## config.mk

```make
export PLATFORM = sky130hd
export DESIGN_NAME = edid_base_block_parser_core
export DESIGN_NICKNAME = d
export VERILOG_FILES = /design/src/sv/ebp_pkg.sv /design/src/sv/ebp_front.sv /design/src/sv/ebp_sumq.sv /design/src/sv/ebp_back.sv /design/src/sv/edid_base_block_parser_core.sv
export SDC_FILE = /design/constraint.sdc
export NUM_CORES = 2
export LEC_CHECK = 0
export ABC_CLOCK_PERIOD_IN_PS = 25700
export CAP_MARGIN = 40
export CORE_UTILIZATION = 52
export DETAILED_ROUTE_END_ITERATION = 12
export DONT_BUFFER_PORTS = 1
export GPL_ROUTABILITY_DRIVEN = 1
export PLACE_DENSITY_LB_ADDON = 0.1
export SYNTH_ARGS = -nofsm -noshare
export SYNTH_HDL_FRONTEND = slang
export SYNTH_SLANG_ARGS = --single-unit
export TNS_END_PERCENT = 30
```

## constraint.sdc

```tcl
create_clock -name clk_i -period 25.7 [get_ports clk_i]
set_clock_uncertainty 0.15 [all_clocks]
set_input_delay 1.285 -clock clk_i [delete_from_list [all_inputs] [get_ports clk_i]]
set_output_delay 1.285 -clock clk_i [all_outputs]
set_load 0.01 [all_outputs]
```

## src/sv/ebp_pkg.sv

```systemverilog
// Shared constants, codes and types for the EDID base block parser.
package ebp_pkg;

  localparam int BlockBytes = 128;
  localparam int TextChars  = 12;
  localparam int SumQDepth  = 2;

  localparam logic [7:0] DescFirst   = 8'd54;
  localparam logic [7:0] DescEnd     = 8'd126;
  localparam logic [4:0] DescLastOfs = 5'd17;
  localparam logic [4:0] OfsFlag0    = 5'd0;
  localparam logic [4:0] OfsFlag1    = 5'd2;
  localparam logic [4:0] OfsTag      = 5'd3;
  localparam logic [4:0] OfsStrFirst = 5'd5;
  localparam logic [4:0] OfsStrLast  = 5'd16;

  localparam logic [7:0] TagName   = 8'hFC;
  localparam logic [7:0] TagSerial = 8'hFF;
  localparam logic [7:0] TagText   = 8'hFE;

  localparam logic [7:0] CharDash  = 8'h2D;
  localparam logic [3:0] MaxReplace = 4'd4;

  localparam logic [1:0] StatOk     = 2'd0;
  localparam logic [1:0] StatShort  = 2'd1;
  localparam logic [1:0] StatHeader = 2'd2;

  localparam logic [1:0] KindIds    = 2'd0;
  localparam logic [1:0] KindName   = 2'd1;
  localparam logic [1:0] KindSerial = 2'd2;
  localparam logic [1:0] KindText   = 2'd3;

  typedef logic [TextChars-1:0][7:0] text_t;

  typedef struct packed {
    logic [1:0]       status;
    logic [23:0]      maker_code;
    logic [31:0]      serial_value;
    text_t [2:0]      text;
    logic [2:0][3:0]  text_length;
  } sum_t;

  typedef struct packed {
    logic [1:0]  item_kind;
    logic [1:0]  status;
    logic [23:0] maker_code;
    logic [31:0] serial_value;
    logic [63:0] text_head;
    logic [31:0] text_tail;
    logic [3:0]  text_length;
    logic        last;
  } res_t;

endpackage

```

## src/sv/ebp_front.sv

```systemverilog
// Byte parser that builds one block summary per end-of-block transfer.
module ebp_front (
  input  logic          clk_i,
  input  logic          rst_ni,
  input  logic          accept_i,
  input  logic [7:0]    data_byte_i,
  input  logic          end_of_block_i,
  output logic          sum_push_o,
  output ebp_pkg::sum_t sum_o
);
  import ebp_pkg::*;

  logic [7:0]       pos_q, pos_d;
  logic             hdr_q, hdr_d;
  logic [15:0]      maker_q, maker_d;
  logic [31:0]      serial_q, serial_d;
  logic [4:0]       off_q, off_d;
  logic             skip_q, skip_d;
  logic [7:0]       tag_q, tag_d;
  text_t            work_q, work_d;
  logic             stop_q, stop_d;
  logic [3:0]       wlen_q, wlen_d;
  logic [3:0]       wrep_q, wrep_d;
  text_t [2:0]      kept_q, kept_d;
  logic [2:0][3:0]  klen_q, klen_d;
  logic             commit;
  logic             has_slot;
  logic [1:0]       slot;
  logic [3:0]       clen;
  text_t            cchars;
  logic [7:0]       b;
  logic [7:0]       c1, c2, c3;

  assign b = data_byte_i;

  always_comb begin
    pos_d    = pos_q;
    hdr_d    = hdr_q;
    maker_d  = maker_q;
    serial_d = serial_q;
    off_d    = off_q;
    skip_d   = skip_q;
    tag_d    = tag_q;
    work_d   = work_q;
    stop_d   = stop_q;
    wlen_d   = wlen_q;
    wrep_d   = wrep_q;
    commit   = 1'b0;
    if (accept_i && !pos_q[7]) begin
      pos_d = pos_q + 8'd1;
      if (pos_q == 8'd0 && b != 8'h00) hdr_d = 1'b1;
      if (pos_q == 8'd1 && b != 8'hFF) hdr_d = 1'b1;
      if (pos_q == 8'd8) maker_d[15:8] = b;
      if (pos_q == 8'd9) maker_d[7:0] = b;
      if (pos_q >= 8'd12 && pos_q <= 8'd15) serial_d[{pos_q[1:0], 3'b000} +: 8] = b;
      if (pos_q >= DescFirst && pos_q < DescEnd) begin
        off_d = (off_q == DescLastOfs) ? 5'd0 : off_q + 5'd1;
        if (off_q == OfsFlag0) begin
          skip_d = (b != 8'h00);
          tag_d  = 8'h00;
          work_d = '0;
          stop_d = 1'b0;
          wlen_d = 4'd0;
          wrep_d = 4'd0;
        end else if (off_q == OfsFlag1) begin
          if (b != 8'h00) skip_d = 1'b1;
        end else if (off_q == OfsTag) begin
          tag_d = b;
        end else if (off_q >= OfsStrFirst && off_q <= OfsStrLast) begin
          if (!stop_q) begin
            if (b == 8'h00 || b == 8'h0A || b == 8'h0D) begin
              stop_d = 1'b1;
            end else if (wlen_q < 4'(TextChars)) begin
              if (b >= 8'h20 && b <= 8'h7E) begin
                work_d[wlen_q] = b;
              end else begin
                work_d[wlen_q] = CharDash;
                wrep_d = wrep_q + 4'd1;
              end
              wlen_d = wlen_q + 4'd1;
            end
          end
          if (off_q == OfsStrLast) commit = 1'b1;
        end
      end
    end
  end

  always_comb begin
    has_slot = 1'b1;
    slot     = 2'd0;
    case (tag_d)
      TagName:   slot = 2'd0;
      TagSerial: slot = 2'd1;
      TagText:   slot = 2'd2;
      default:   has_slot = 1'b0;
    endcase
    clen = (wrep_d > MaxReplace) ? 4'd0 : wlen_d;
    for (int i = 0; i < TextChars; i++) begin
      cchars[i] = (4'(i) < clen) ? work_d[i] : 8'h00;
    end
    kept_d = kept_q;
    klen_d = klen_q;
    if (commit && !skip_d && has_slot) begin
      kept_d[slot] = cchars;
      klen_d[slot] = clen;
    end
  end

  assign c1 = 8'h40 + {3'b000, maker_d[14:10]};
  assign c2 = 8'h40 + {3'b000, maker_d[9:8], maker_d[7:5]};
  assign c3 = 8'h40 + {3'b000, maker_d[4:0]};

  always_comb begin
    sum_o.status       = pos_d[7] ? (hdr_d ? StatHeader : StatOk) : StatShort;
    sum_o.maker_code   = {c1, c2, c3};
    sum_o.serial_value = serial_d;
    sum_o.text         = kept_d;
    sum_o.text_length  = klen_d;
  end

  assign sum_push_o = accept_i && end_of_block_i;

  always_ff @(posedge clk_i or negedge rst_ni) begin
    if (!rst_ni) begin
      pos_q    <= '0;
      hdr_q    <= 1'b0;
      maker_q  <= '0;
      serial_q <= '0;
      off_q    <= '0;
      skip_q   <= 1'b0;
      tag_q    <= '0;
      work_q   <= '0;
      stop_q   <= 1'b0;
      wlen_q   <= '0;
      wrep_q   <= '0;
      kept_q   <= '0;
      klen_q   <= '0;
    end else if (accept_i && end_of_block_i) begin
      pos_q    <= '0;
      hdr_q    <= 1'b0;
      maker_q  <= '0;
      serial_q <= '0;
      off_q    <= '0;
      skip_q   <= 1'b0;
      tag_q    <= '0;
      work_q   <= '0;
      stop_q   <= 1'b0;
      wlen_q   <= '0;
      wrep_q   <= '0;
      kept_q   <= '0;
      klen_q   <= '0;
    end else begin
      pos_q    <= pos_d;
      hdr_q    <= hdr_d;
      maker_q  <= maker_d;
      serial_q <= serial_d;
      off_q    <= off_d;
      skip_q   <= skip_d;
      tag_q    <= tag_d;
      work_q   <= work_d;
      stop_q   <= stop_d;
      wlen_q   <= wlen_d;
      wrep_q   <= wrep_d;
      kept_q   <= kept_d;
      klen_q   <= klen_d;
    end
  end

endmodule

```

## src/sv/ebp_sumq.sv

```systemverilog
// Short queue of block summaries between the parser and the result emitter.
module ebp_sumq #(
  parameter int Depth = ebp_pkg::SumQDepth
) (
  input  logic          clk_i,
  input  logic          rst_ni,
  input  logic          wr_i,
  input  ebp_pkg::sum_t wr_data_i,
  output logic          full_o,
  input  logic          rd_i,
  output ebp_pkg::sum_t rd_data_o,
  output logic          valid_o
);
  import ebp_pkg::*;

  localparam int PtrW = (Depth > 1) ? $clog2(Depth) : 1;
  localparam int CntW = $clog2(Depth + 1);

  sum_t              mem_q [Depth];
  logic [PtrW-1:0]   wptr_q, wptr_d;
  logic [PtrW-1:0]   rptr_q, rptr_d;
  logic [CntW-1:0]   cnt_q, cnt_d;
  logic              do_wr, do_rd;

  assign full_o    = (cnt_q == CntW'(Depth));
  assign valid_o   = (cnt_q != '0);
  assign rd_data_o = mem_q[rptr_q];
  assign do_wr     = wr_i && !full_o;
  assign do_rd     = rd_i && valid_o;

  always_comb begin
    wptr_d = wptr_q;
    rptr_d = rptr_q;
    cnt_d  = cnt_q;
    if (do_wr) wptr_d = (wptr_q == PtrW'(Depth - 1)) ? '0 : wptr_q + PtrW'(1);
    if (do_rd) rptr_d = (rptr_q == PtrW'(Depth - 1)) ? '0 : rptr_q + PtrW'(1);
    if (do_wr && !do_rd) cnt_d = cnt_q + CntW'(1);
    if (do_rd && !do_wr) cnt_d = cnt_q - CntW'(1);
  end

  always_ff @(posedge clk_i) begin
    if (do_wr) mem_q[wptr_q] <= wr_data_i;
  end

  always_ff @(posedge clk_i or negedge rst_ni) begin
    if (!rst_ni) begin
      wptr_q <= '0;
      rptr_q <= '0;
      cnt_q  <= '0;
    end else begin
      wptr_q <= wptr_d;
      rptr_q <= rptr_d;
      cnt_q  <= cnt_d;
    end
  end

endmodule

```

## src/sv/ebp_back.sv

```systemverilog
// Result emitter that turns each block summary into one or four results.
module ebp_back (
  input  logic          clk_i,
  input  logic          rst_ni,
  input  ebp_pkg::sum_t sum_i,
  input  logic          sum_valid_i,
  output logic          sum_pop_o,
  input  logic          pop,
  output logic          empty,
  output ebp_pkg::res_t res_o
);
  import ebp_pkg::*;

  logic [1:0]  idx_q, idx_d;
  logic        ov_q, ov_d;
  res_t        res_q, res_d;
  logic        load;
  logic [1:0]  slot;
  logic        is_last;

  assign empty = !ov_q;
  assign res_o = res_q;
  assign load  = sum_valid_i && (!ov_q || pop);
  assign slot  = idx_q - 2'd1;

  always_comb begin
    is_last = (sum_i.status != StatOk) || (idx_q == KindText);
    res_d   = '0;
    if (idx_q == KindIds) begin
      res_d.item_kind = KindIds;
      res_d.status    = sum_i.status;
      if (sum_i.status == StatOk) begin
        res_d.maker_code   = sum_i.maker_code;
        res_d.serial_value = sum_i.serial_value;
      end
    end else begin
      res_d.item_kind   = idx_q;
      res_d.text_head   = sum_i.text[slot][7:0];
      res_d.text_tail   = sum_i.text[slot][11:8];
      res_d.text_length = sum_i.text_length[slot];
    end
    res_d.last = is_last;
    sum_pop_o  = load && is_last;
    idx_d      = idx_q;
    if (load) idx_d = is_last ? KindIds : idx_q + 2'd1;
    ov_d = ov_q;
    if (load) ov_d = 1'b1;
    else if (pop) ov_d = 1'b0;
  end

  always_ff @(posedge clk_i) begin
    if (load) res_q <= res_d;
  end

  always_ff @(posedge clk_i or negedge rst_ni) begin
    if (!rst_ni) begin
      idx_q <= KindIds;
      ov_q  <= 1'b0;
    end else begin
      idx_q <= idx_d;
      ov_q  <= ov_d;
    end
  end

endmodule

```

## src/sv/edid_base_block_parser_core.sv

```systemverilog
// Top level of the EDID base block parser: parser, summary queue, emitter.
//
// Input channel: drive data_byte_i and end_of_block_i with push; a transfer
// happens on a clock edge where push is high and full is low. Bytes arrive in
// block order from offset 0, and end_of_block_i marks the last byte supplied.
// One byte is taken every cycle while full is low; full rises only while the
// summary queue holds as many finished blocks as it has entries.
// Result channel: while empty is low the oldest result is on the result
// ports; it transfers on an edge where pop is high. A block gives one result
// when its status is bad and four results otherwise, the final one with
// last_o set. After the end-of-block transfer the first result passes
// through the queue and the output register, then one result per cycle
// follows while pop is high. On a receiver stall results wait in the output
// register, summaries wait in the queue and the parser takes bytes until full
// rises. Reset clears the parser, queue and emitter state, not the result data.
module edid_base_block_parser_core #(
  parameter int SumQDepth = ebp_pkg::SumQDepth
) (
  input  logic        clk_i,
  input  logic        rst_ni,
  input  logic        push,
  output logic        full,
  input  logic [7:0]  data_byte_i,
  input  logic        end_of_block_i,
  output logic        empty,
  input  logic        pop,
  output logic [1:0]  item_kind_o,
  output logic [1:0]  status_o,
  output logic [23:0] maker_code_o,
  output logic [31:0] serial_value_o,
  output logic [63:0] text_head_o,
  output logic [31:0] text_tail_o,
  output logic [3:0]  text_length_o,
  output logic        last_o
);
  import ebp_pkg::*;

  logic  accept;
  logic  sum_push;
  sum_t  sum_in;
  sum_t  sum_head;
  logic  sum_valid;
  logic  sum_pop;
  res_t  res;

  assign accept = push && !full;

  ebp_front u_front (
    .clk_i          (clk_i),
    .rst_ni         (rst_ni),
    .accept_i       (accept),
    .data_byte_i    (data_byte_i),
    .end_of_block_i (end_of_block_i),
    .sum_push_o     (sum_push),
    .sum_o          (sum_in)
  );

  ebp_sumq #(
    .Depth (SumQDepth)
  ) u_sumq (
    .clk_i     (clk_i),
    .rst_ni    (rst_ni),
    .wr_i      (sum_push),
    .wr_data_i (sum_in),
    .full_o    (full),
    .rd_i      (sum_pop),
    .rd_data_o (sum_head),
    .valid_o   (sum_valid)
  );

  ebp_back u_back (
    .clk_i       (clk_i),
    .rst_ni      (rst_ni),
    .sum_i       (sum_head),
    .sum_valid_i (sum_valid),
    .sum_pop_o   (sum_pop),
    .pop         (pop),
    .empty       (empty),
    .res_o       (res)
  );

  assign item_kind_o    = res.item_kind;
  assign status_o       = res.status;
  assign maker_code_o   = res.maker_code;
  assign serial_value_o = res.serial_value;
  assign text_head_o    = res.text_head;
  assign text_tail_o    = res.text_tail;
  assign text_length_o  = res.text_length;
  assign last_o         = res.last;

endmodule
```

==> flow_metrics.tcl <==
set metrics [dict create \
    clkTransAtPathRegs_ns 0.06 \
    arrival_ns 5.82 \
    grt_start_max_net_pins 483 \
    p_sw_w 0.00163 \
    p_comb_share_pct 17.8 \
    drc 0 \
    rr_worst_depth 10 \
    setup_viol 0 \
    nets 4227 \
    grt_pass1_wl_um 216000 \
    ctsLongestPathBuffers 3 \
    cts_tree "yes" \
    cts_resized 0 \
    layout-drive-gt1-share_pct 13.6 \
    routed_wl_um 142000 \
    diodes 0 \
    power.leakage_nw 23.6 \
    synth-edff-count 851 \
    ys_seq_area_share_pct 68.7 \
    ys_warn_count 0 \
    antenna_found_initial 3 \
    ir_worst_vdd_mv 0.0775 \
    place_congestion 0.837 \
    crit_cells 10 \
    cp_top_family "simple AND/OR/NAND/NOR gates" \
    timing.hold.ws_ns 0.156 \
    worstPathRequired_ns 26.08 \
    worstMarginPinSlew_ns 2.89 \
    outcome "finished, violations left" \
    vias 34300 \
    clock_tree.root_cell "clkbuf_16" \
    reg2reg_slack_ns 20.26 \
    finalNonFillerCells 5694 \
    post-route-period-util_pct 21.2 \
    clock_sinks 1333 \
    drt-initial-drc-count 3346 \
    synth-main-ff-cell "edfxtp_1" \
    p_clk_share_pct 34.7 \
    p_int_w 0.00413 \
    drt-wirelength-per-cell_um 25.0 \
    synthToLayoutAreaGrowth_pct 11.7 \
    placed_cells 5435 \
    hold_buffers 0 \
    final_hold_viol_count 0 \
    start_util_pct 52.7 \
    core_um2 104000 \
    crit_fanout 33 \
    fp.dieW_um 326 \
    max_stage_delay_ns 0.73 \
    worst_setup_path_end_kind "flop" \
    layout_setup_ws_ns 20.26 \
    maxSlewViolCount 360 \
    htree_levels 4 \
    die_h_um 326 \
    dieArea_um2 107000 \
    insertion_delay_ns 0.74 \
    grt_overflow 0 \
    syn_inst 4235 \
    hpwl_um 83300 \
    post-cts-setup-buffer-count 0 \
    rsz0062_at_grt "no" \
    postSynthAreaPerCell_um2 12.9 \
    worstSetupStartpointType "flop" \
    cts_inserted_buffers 139 \
    critical_path_class "flop to flop" \
    relSlewSlack_pct -92.9 \
    syn_area_um2 54700 \
    finalCriticalPeriod_ns 5.44 \
    ant_nets 0 \
    powerDensity_nw_per_um2 94.2 \
    max_freq_mhz 184 \
    ys_types 80 \
    setup_tns_ns 0 \
    pre_cts_ws_ns 19.76 \
    p_seq_share_pct 47.5 \
    path_buf_inv 1 \
    grt_pass1_vias 34600 \
    ios 176 \
    rows 118 \
    path_cells "inv_1, ha_1, or4b_4, or4_1, a211oi_1, and3_1, nand3b_4, a311oi_4, nand2_1, o21ai_0" \
    ys_ff_latch 1333 \
    violations "slew limit" \
    hold_class "primary input to asynchronous set/reset pin" \
    switching_share_pct 28.3 \
    async_reset_ff_share_pct 36.2 \
    numPortBuffers 0 \
    via_per_inst 6.03 \
    cpMaxStageDelayCell "a311oi_4" \
    drt_pass1_iterations 5 \
    grtUsageTotal_pct 26.9 \
    max-cap-violations 0 \
]
[worst register-to-register path, stage by stage, from the launching register on]
cell and delay [ns]:
dfrtp_1 0.45, inv_1 0.09, ha_1 0.30, or4b_4 0.59, or4_1 0.53, a211oi_1 0.51, and3_1 0.37, nand3b_4 0.50
a311oi_4 0.74, nand2_1 0.54, o21ai_0 0.46
[stage by stage]
step           utilization [%]  total power, W  area (µm²)
2_1_floorplan                -         0.00351       54800
3_3_place_gp              53.9         0.00377       56000
3_5_place_dp              54.4         0.00382       56600
4_1_cts                   58.8         0.00582       61100
5_1_grt                   58.8         0.00597       61100
6_report                  58.8         0.00576       61100
[state kept, by name (all words and copies together), names as in the netlist]
name / count
u_front.serial_q: 32
u_front.hdr_q: 1
u_front.pos_q: 8
u_front.off_q: 5
u_front.wrep_q: 4
u_front.skip_q: 1
u_front.klen_q: 12
u_front.kept_q: 288
u_front.maker_q: 15
u_front.wlen_q: 4
u_sumq.cnt_q: 2
u_back.res_o: 153
u_sumq.rptr_q: 1
u_front.tag_q: 8
u_sumq.wptr_q: 1
u_back.idx_q: 2
u_back.ov_q: 1
u_front.work_q: 96
u_front.stop_q: 1
u_sumq.mem_q: 698
[layer usage]
layer  track usage, %  routed length [µm]  up-vias
met5                0                   0        -
met4             8.71                3890        0
met3             4.32                8960      231
met2             43.2               68300     1082
met1             37.7               60900    17700
li1                 -                   -    15400
[cell families (layout without fill, tap and decap cells)]
family,count (synthesis),after routing,share of synthesized area (%)
mux,291,291,7.88
flops,1333,1333,68.7
compound gates,847,847,9.12
xor+xnor,13,13,0.222
buf+inv,343,417,2.48
other cells,1,6,0.00685
fa+ha+maj,18,18,0.411
simple gates,1389,1389,11.2
[cell usage in the layout (no fill, tap or decap), drive strengths merged, types with 73 or more instances in the layout]
cell type	Yosys	layout
o21ai	465	465
nand3	108	108
nor2	268	268
mux2	118	118
dfrtp	482	482
a21oi	119	119
nand2	759	759
mux2i	73	73
a22oi	100	100
edfxtp	851	851
buf	61	93
mux4	100	100
clkbuf	217	201
[final timing paths]
| path | endpoint | start |
|---|---|---|
| worst min register to register | u_front.kept_q[111]$_DFF_PN0_ | u_front.kept_q[111]$_DFF_PN0_ |
| worst max register to register | u_sumq.mem_q[1][62]$_DFFE_PP_ | u_front.off_q[0]$_DFFE_PN0P_ |
| min in group clk_i | u_front.kept_q[111]$_DFF_PN0_ | u_front.kept_q[111]$_DFF_PN0_ |
| max in group asynchronous | u_sumq.rptr_q$_DFFE_PN0P_ | rst_ni |
| worst max-delay path | u_sumq.mem_q[1][62]$_DFFE_PP_ | u_front.off_q[0]$_DFFE_PN0P_ |
| worst min-delay path | u_front.serial_q[2]$_DFF_PN0_ | rst_ni |
[final cells by class]
class | instances | area [µm²]
clock buffers | 201 | 4050
clock inverters | 58 | 510
fillers | 8372 | 42800
inverters | 65 | 249
multi-input cells | 2564 | 15900
flip-flops and latches | 1333 | 37600
well taps | 1380 | 1730
repair buffers | 93 | 1030
[synth_stat cells (all sizes together) (4+ instances only)]
cell / count / area share, %
o211ai: 23 / 0.32
ha: 18 / 0.41
nor2b: 7 / 0.080
xnor2: 6 / 0.096
xor2: 7 / 0.13
or2: 22 / 0.25
a31o: 6 / 0.096
mux4: 100 / 4.1
nor4bb: 4 / 0.073
inv: 64 / 0.44
and2: 65 / 0.74
o22ai: 32 / 0.37
a21o: 6 / 0.082
clkbuf: 217 / 1.5
mux2i: 73 / 1.3
nor2: 268 / 1.8
o2111ai: 20 / 0.32
nor3b: 7 / 0.096
or3: 7 / 0.080
nand3b: 11 / 0.16
a211oi: 4 / 0.055
nand2: 759 / 5.2
a21oi: 119 / 1.1
o31ai: 14 / 0.19
nand4bb: 10 / 0.21
dfrtp: 482 / 22
nand4: 45 / 0.51
mux2: 118 / 2.4
o21ai: 465 / 4.3
nor4: 6 / 0.096
o22a: 9 / 0.14
nand2b: 23 / 0.26
a31oi: 13 / 0.16
o2bb2ai: 5 / 0.080
nand3: 108 / 0.99
edfxtp: 851 / 47
a22oi: 100 / 1.4
and3: 19 / 0.22
buf: 61 / 0.55
nor3: 16 / 0.16
[power groups by stage]
stage,clock network (W),logic [W],registers (W)
2_1_floorplan,0,0.000704,0.00280
3_3_place_gp,0,0.000995,0.00278
6_report,0.00200,0.00103,0.00273
5_1_grt,0.00211,0.00110,0.00276
3_5_place_dp,0,0.00104,0.00278
4_1_cts,0.00204,0.00104,0.00274
Note: power is estimated with default switching activity, not from simulation.
